$ cat config.mk
export PLATFORM = sky130hd
export DESIGN_NAME = four_pot_smoothing_quantizer_unit
export DESIGN_NICKNAME = d
export VERILOG_FILES = /design/src/rtl/core/fpsq_pkg.sv /design/src/rtl/core/four_pot_smoothing_quantizer_unit.sv /design/src/rtl/core/fpsq_quant.sv
export SDC_FILE = /design/constraint.sdc
export NUM_CORES = 1
export LEC_CHECK = 0
export ABC_AREA = 1
export BUFFER_PORTS_ARGS = -buffer_cell sky130_fd_sc_hd__buf_2
export CELL_PAD_IN_SITES_DETAIL_PLACEMENT = 1
export CELL_PAD_IN_SITES_GLOBAL_PLACEMENT = 1
export CORE_ASPECT_RATIO = 0.8
export CORE_MARGIN = 4
export CORE_UTILIZATION = 30
export DETAILED_ROUTE_END_ITERATION = 16
export PLACE_DENSITY_LB_ADDON = 0.1
export SYNTH_ARGS = -nofsm -noshare
export SYNTH_HDL_FRONTEND = slang
export SYNTH_SLANG_ARGS = --single-unit
$ cat constraint.sdc
create_clock -name clk -period 6.2 [get_ports clk]
set_input_delay 0.62 -clock clk [delete_from_list [all_inputs] [get_ports clk]]
set_output_delay 0.62 -clock clk [all_outputs]
set_load 0.005 [all_outputs]
$ cat src/rtl/core/fpsq_pkg.sv
// ----------------------------------------------------------------------------
// fpsq_pkg: shared types and constants for the four pot smoothing quantizer
// Channel codes, fixed widths and the per-channel result bundle.
// ----------------------------------------------------------------------------
package fpsq_pkg;

    localparam int RUN_MAX_BITS = 17;
    localparam int NOM_BITS     = 13;
    localparam int SET_BITS     = 7;

    localparam logic [1:0] CH_MASTER_VOL = 2'd0;
    localparam logic [1:0] CH_TONE_VOL   = 2'd1;
    localparam logic [1:0] CH_TONE_FREQ  = 2'd2;
    localparam logic [1:0] CH_SPEED      = 2'd3;

    typedef logic [RUN_MAX_BITS-1:0] run_wide_t;
    typedef logic [NOM_BITS-1:0]     nom_t;
    typedef logic [SET_BITS-1:0]     setting_t;

    typedef struct packed {
        logic     changed;
        setting_t setting;
        nom_t     nominal;
    } result_t;

endpackage

$ cat src/rtl/core/four_pot_smoothing_quantizer_unit.sv
// ----------------------------------------------------------------------------
// four_pot_smoothing_quantizer_unit: four channel pot smoothing quantizer
// A sample is registered into the compute stage on acceptance and its result
// into the output registers when that stage moves; stalls hold it. Throughput:
// one sample per cycle when not stalled, set by the per-channel state read at
// acceptance and written back one stage later in two 4-entry memories.
// Reset: turn, pipeline valids and per-entry valid bits clear; memory entries
// not yet written read as zero.
// ----------------------------------------------------------------------------
module four_pot_smoothing_quantizer_unit #(
    parameter int SAMPLE_BITS = 12
) (
    input  logic                   clk,
    input  logic                   rst_n,
    input  logic                   in_valid,
    output logic                   in_stall,
    input  logic [SAMPLE_BITS-1:0] sample,
    output logic                   out_valid,
    input  logic                   out_stall,
    output logic [1:0]             channel,
    output logic                   changed,
    output logic [6:0]             setting
);

    localparam int RUN_BITS = SAMPLE_BITS + 1;

    logic [RUN_BITS-1:0]          run_mem [0:3];
    fpsq_pkg::nom_t               nom_mem [0:3];

    logic [1:0]                   turn_reg;
    logic [3:0]                   ent_valid_reg;

    logic                         s1_valid_reg;
    logic [1:0]                   s1_ch_reg;
    logic [SAMPLE_BITS-1:0]       s1_sample_reg;
    logic [RUN_BITS-1:0]          rd_run_reg;
    fpsq_pkg::nom_t               rd_nom_reg;
    logic                         rd_ok_reg;

    logic                         out_valid_reg;
    logic                         out_valid_next;
    logic [1:0]                   channel_reg;
    logic                         changed_reg;
    fpsq_pkg::setting_t           setting_reg;

    logic                         in_take;
    logic                         s1_go;
    logic [RUN_BITS-1:0]          run_cur;
    fpsq_pkg::nom_t               nom_cur;
    logic [RUN_BITS-1:0]          run_new;
    fpsq_pkg::result_t            quant;

    assign s1_go    = s1_valid_reg && (!out_valid_reg || !out_stall);
    assign in_stall = s1_valid_reg && !s1_go;
    assign in_take  = in_valid && !in_stall;

    // Channels come round in turn, so an entry is touched again only four
    // transactions later; no forwarding path is needed.
    always_ff @(posedge clk)
    begin
        if (in_take)
        begin
            rd_run_reg    <= run_mem[turn_reg];
            rd_nom_reg    <= nom_mem[turn_reg];
            s1_sample_reg <= sample;
            s1_ch_reg     <= turn_reg;
        end
        if (s1_go)
        begin
            run_mem[s1_ch_reg] <= run_new;
            nom_mem[s1_ch_reg] <= quant.nominal;
        end
    end

    always_ff @(posedge clk or negedge rst_n)
    begin
        if (!rst_n)
        begin
            turn_reg      <= '0;
            ent_valid_reg <= '0;
            rd_ok_reg     <= 1'b0;
            s1_valid_reg  <= 1'b0;
        end
        else
        begin
            if (in_take)
            begin
                turn_reg  <= turn_reg + 2'd1;
                rd_ok_reg <= ent_valid_reg[turn_reg];
            end
            if (s1_go)
            begin
                ent_valid_reg[s1_ch_reg] <= 1'b1;
            end
            if (in_take)
            begin
                s1_valid_reg <= 1'b1;
            end
            else if (s1_go)
            begin
                s1_valid_reg <= 1'b0;
            end
        end
    end

    // Unwritten entries read as zero.
    assign run_cur = rd_ok_reg ? rd_run_reg : '0;
    assign nom_cur = rd_ok_reg ? rd_nom_reg : '0;
    assign run_new = (run_cur >> 1) + {1'b0, s1_sample_reg};

    fpsq_quant u_quant (
        .channel   (s1_ch_reg),
        .run_value (fpsq_pkg::run_wide_t'(run_new)),
        .nom_value (nom_cur),
        .result    (quant)
    );

    // Hold the result while stalled; load the next one as soon as it moves.
    assign out_valid_next = s1_go || (out_valid_reg && out_stall);

    always_ff @(posedge clk or negedge rst_n)
    begin
        if (!rst_n)
        begin
            out_valid_reg <= 1'b0;
        end
        else
        begin
            out_valid_reg <= out_valid_next;
        end
    end

    always_ff @(posedge clk)
    begin
        if (s1_go)
        begin
            channel_reg <= s1_ch_reg;
            changed_reg <= quant.changed;
            setting_reg <= quant.setting;
        end
    end

    assign out_valid = out_valid_reg;
    assign channel   = channel_reg;
    assign changed   = changed_reg;
    assign setting   = setting_reg;

`ifndef SYNTH
    a_take_fills_stage: assert property (@(posedge clk) disable iff (!rst_n)
        in_take |=> s1_valid_reg)
        else $error("accepted transaction did not reach the compute stage");

    a_stall_only_when_full: assert property (@(posedge clk) disable iff (!rst_n)
        in_stall |-> (s1_valid_reg && out_valid_reg && out_stall))
        else $error("input stalled with room in the pipeline");

    a_turn_follows_stage: assert property (@(posedge clk) disable iff (!rst_n)
        s1_valid_reg |-> (turn_reg == s1_ch_reg + 2'd1))
        else $error("turn out of step with the compute stage");

    a_idle_setting_zero: assert property (@(posedge clk) disable iff (!rst_n)
        (out_valid && !changed) |-> (setting == 7'd0))
        else $error("setting nonzero without a change");

    a_freq_range: assert property (@(posedge clk) disable iff (!rst_n)
        (out_valid && changed && channel == fpsq_pkg::CH_TONE_FREQ)
            |-> (setting >= 7'd40 && setting <= 7'd103))
        else $error("side-tone frequency setting out of range");
`endif

endmodule

$ cat src/rtl/core/fpsq_quant.sv
// ----------------------------------------------------------------------------
// fpsq_quant: threshold test and quantizer
// Compares the running value with the nominal value of one channel and, past
// the channel threshold, derives the inverted setting and the new nominal.
// ----------------------------------------------------------------------------
module fpsq_quant (
    input  logic [1:0]          channel,
    input  fpsq_pkg::run_wide_t run_value,
    input  fpsq_pkg::nom_t      nom_value,
    output fpsq_pkg::result_t   result
);

    fpsq_pkg::run_wide_t nom_wide;
    fpsq_pkg::run_wide_t diff;
    fpsq_pkg::run_wide_t threshold;
    fpsq_pkg::setting_t  level;
    fpsq_pkg::setting_t  top;
    fpsq_pkg::nom_t      nom_new;

    assign nom_wide = fpsq_pkg::run_wide_t'(nom_value);
    assign diff     = (run_value >= nom_wide) ? (run_value - nom_wide)
                                              : (nom_wide - run_value);

    // Fixed shift and mask per channel; nominal moves to the interval midpoint.
    always_comb
    begin
        case (channel)
            fpsq_pkg::CH_MASTER_VOL, fpsq_pkg::CH_TONE_VOL:
            begin
                threshold = fpsq_pkg::run_wide_t'(64);
                level     = run_value[12:6];
                top       = 7'd127;
                nom_new   = {run_value[12:6], 6'b100000};
            end
            fpsq_pkg::CH_TONE_FREQ:
            begin
                threshold = fpsq_pkg::run_wide_t'(128);
                level     = {1'b0, run_value[12:7]};
                top       = 7'd103;
                nom_new   = {run_value[12:7], 7'b1000000};
            end
            fpsq_pkg::CH_SPEED:
            begin
                threshold = fpsq_pkg::run_wide_t'(256);
                level     = {2'b00, run_value[12:8]};
                top       = 7'd31;
                nom_new   = {run_value[12:8], 8'b10000000};
            end
            default:
            begin
                threshold = fpsq_pkg::run_wide_t'(64);
                level     = run_value[12:6];
                top       = 7'd127;
                nom_new   = {run_value[12:6], 6'b100000};
            end
        endcase
    end

    always_comb
    begin
        result.changed = (diff > threshold);
        result.setting = result.changed ? (top - level) : '0;
        result.nominal = result.changed ? nom_new : nom_value;
    end

endmodule

==> impl_metrics.json <==
{
  "timing_max_transition_violations_final": 0,
  "critical_path_class": "reg2reg",
  "yosys_warnings": 0,
  "ys_seq_elements": 158,
  "detailroute.wirelength.met3_um": 836,
  "power.density_cell_area_nw_per_um2": 631.3,
  "critical-path-max-stage-delay_ns": 0.58,
  "std_cell_rows": 54,
  "nFillCells": 3191,
  "grt_antenna_before_repair": 0,
  "routed_wire_length_per_instance_um": 19.57,
  "syn_nets": 932,
  "detailedRoute.firstPassIterationCount": 5,
  "insertion_delay_ns": 0.44,
  "arrival_ns": 5.72,
  "cts.repair.resized": 0,
  "groute.usage.overall": 0.1706,
  "power_frac_seq": 0.277,
  "drv_cap": 0,
  "drc": 0,
  "synthDominantAreaCellType": "edfxtp_1",
  "hpwl_um": 17790,
  "cp_max_fo": 21,
  "crit_slowest_cell": "o31ai_1",
  "most_numerous_cell_types_in_the_synthesized_netlist": "nand2_1, edfxtp_1, inv_1",
  "syn-mean-instance-area_um2": 9.638,
  "clkSlewWorstSetupHoldPaths_ns": 0.07,
  "synth_sequential_area_ratio": 0.5592,
  "global_route.overflow_total": 0,
  "final-setup-viol-count": 0,
  "worst-slew-pin-transition_ns": 0.9438,
  "top_signal_layer_used": "met4",
  "power.static_leakage_uw": 0.004163,
  "fin_setup_tns_ns": 0,
  "rsz0062_at_grt": "false",
  "hold_viol": 0,
  "yosysUniqueCellTypes": 38,
  "result_of_the_run": "finished clean",
  "final_nets": 971,
  "boundaryPins": 28,
  "post-synth-top-area-fraction": 0.5324,
  "cellInternalPower_uw": 3245,
  "numCtsBuffers": 17,
  "largest_register_ff_count": 52,
  "detail_route.wirelength_um": 25210,
  "area_delta_synth_final_pct": 14.74,
  "hold_path.class": "in2async",
  "cpMostUsedCell": "nand2_1",
  "asyncSetResetFlopFracSynth": 0.05696,
  "cts_max_level": 4,
  "synthesis.instances": 872,
  "ys_top_cells_by_area": "edfxtp_1, nand2_1, ha_1, inv_1, o21ai_0",
  "cts_buffer_depth": 2,
  "cts.hold.buffers_added": 0,
  "comb_power_share": 0.538,
  "initial_core_util": 0.3064,
  "drtAntennaViolNets": 0,
  "max_slew_margin_vs_limit": 0.3701,
  "fmaxAchievable_mhz": 180.0,
  "gpl.final_weighted_congestion": 0.8406,
  "port-buffer-count": 27,
  "design.die.area_um2": 30770,
  "detail_route.wirelength.met1_um": 12830,
  "cts_tree": "built",
  "vdd_drop_max_v": 0.0002369,
  "final_min_period_over_clock_period": 0.8962,
  "synth.cell_area_um2": 8404,
  "power.switching_fraction": 0.4670,
  "grt_pass1_vias": 6522,
  "core-area_um2": 27430,
  "antenna-diode-count": 0,
  "num_vias": 6111,
  "share_of_cells_above_drive_strength_1": 0.1299,
  "detail_route.vias_per_cell": 4.745,
  "power.share.clock": 0.184,
  "cts.sink_count": 158,
  "worst_clock_skew_ns": 0.01798,
  "critPathLaunchType": "flip-flop",
  "dr.first_iter.drc_count": 304,
  "switchingPower_uw": 2843,
  "cts_root_buf": "clkbuf_16",
  "cp-end-kind": "flip-flop",
  "min_period_ns": 5.556,
  "grt_max_degree": 56,
  "grt_pass1_wl_um": 39500,
  "synth_most_common_cell": "nand2_1",
  "postSynth.topFlopCell": "edfxtp_1",
  "critPathRequiredTime_ns": 6.37,
  "die_x_um": 195.1,
  "met2_wirelength_um": 11340,
  "die_height_um": 157.7,
  "postCtsSetupRepairBufs": 0,
  "synth_enable_flop_cells": 149,
  "finish.utilization": 0.3515
}
[cell families (layout without fill, tap and decap cells)]
family,Yosys count,after routing,share of synthesized area
and+or+nand+nor,364,364,0.1928
DFF,158,158,0.5592
buffers and inverters,158,210,0.07354
AOI/OAI and AO/OA,131,131,0.08769
adders and majority gates,44,44,0.06908
xor gates and xnor gates,17,17,0.01772
[layout by cell type (no fill, tap or decap), drive strengths merged, types with 2 or more instances in the layout]
cell	n
clkinvlp	4
nand3	42
nor2	96
ha	40
a21oi	22
o21ai	69
buf	44
nand4	23
bufinv	3
o21bai	2
nand2	193
xor2	12
a31oi	3
dfrtp	9
clkbuf	17
xnor2	5
edfxtp	149
inv	140
clkinv	2
or2	6
fa	4
o221ai	2
nor3	3
o31ai	2
o22ai	28
[metal layers]
metal / vias up / GRT usage
met5: - / 0
met4: 0 / 0.03024
met3: 17 / 0.03319
met2: 84 / 0.2778
met1: 3000 / 0.2419
li1: 3010 / -
[path summary, 6_finish.rpt]
check                                 startpoint  depth (start not counted)               end  slack (ns)
worst min-delay path                       rst_n                          1      s1_valid_reg        0.06
worst min register to register  ent_valid_reg[2]                          1  ent_valid_reg[2]        0.46
min in group clk                       sample[8]                          1  s1_sample_reg[8]        0.36
worst max-delay path                   rd_ok_reg                         30     nom_mem[3][7]        0.64
max in group asynchronous                  rst_n                          1         rd_ok_reg        5.91
worst max register to register         rd_ok_reg                         30     nom_mem[3][7]        0.64
[critical path, delay by kind of cell, from the launching register on]
kind                       cells  cell delay (ns)
AOI/OAI and AO/OA              2             0.95
xor gates and xnor gates       2             0.27
adders and majority gates      4             1.26
buffers and inverters          8             0.74
DFF                            1             0.36
and+or+nand+nor               14             1.72
[per-stage QoR]
stage               instances  setup WS (ns)  area [um2]  power [uW]  hold slack [ns]
floorplan                 872         0.7263        8404        3991           0.3244
global placement         1256         0.7677        9017        4993           0.4477
detailed placement       1256         0.6687        9017        5000           0.4516
CTS                      1288         0.6416        9643        6159          0.04419
global route             1288        0.03519        9643        6654          0.06027
finish                   1288         0.6438        9643        6087          0.06015
[area by class of cell]
cell class	count	area [um2]	area share
multi-input cells	556	3097	0.3211
clock buffers	17	425.4	0.04412
flip-flops and latches	158	4700	0.4873
well taps	364	455.4	0.04723
clock inverters	15	200.2	0.02076
inverters	134	503.0	0.05216
repair buffers	44	262.8	0.02725
[power groups by stage]
stage	combinational [uW]	sequential [uW]	clock, uW
floorplan	2300	1690	0
global placement	3280	1710	0
detailed placement	3290	1710	0
CTS	3310	1690	1160
global route	3750	1710	1200
finish	3280	1690	1120
(Power assumes the default switching activity.)
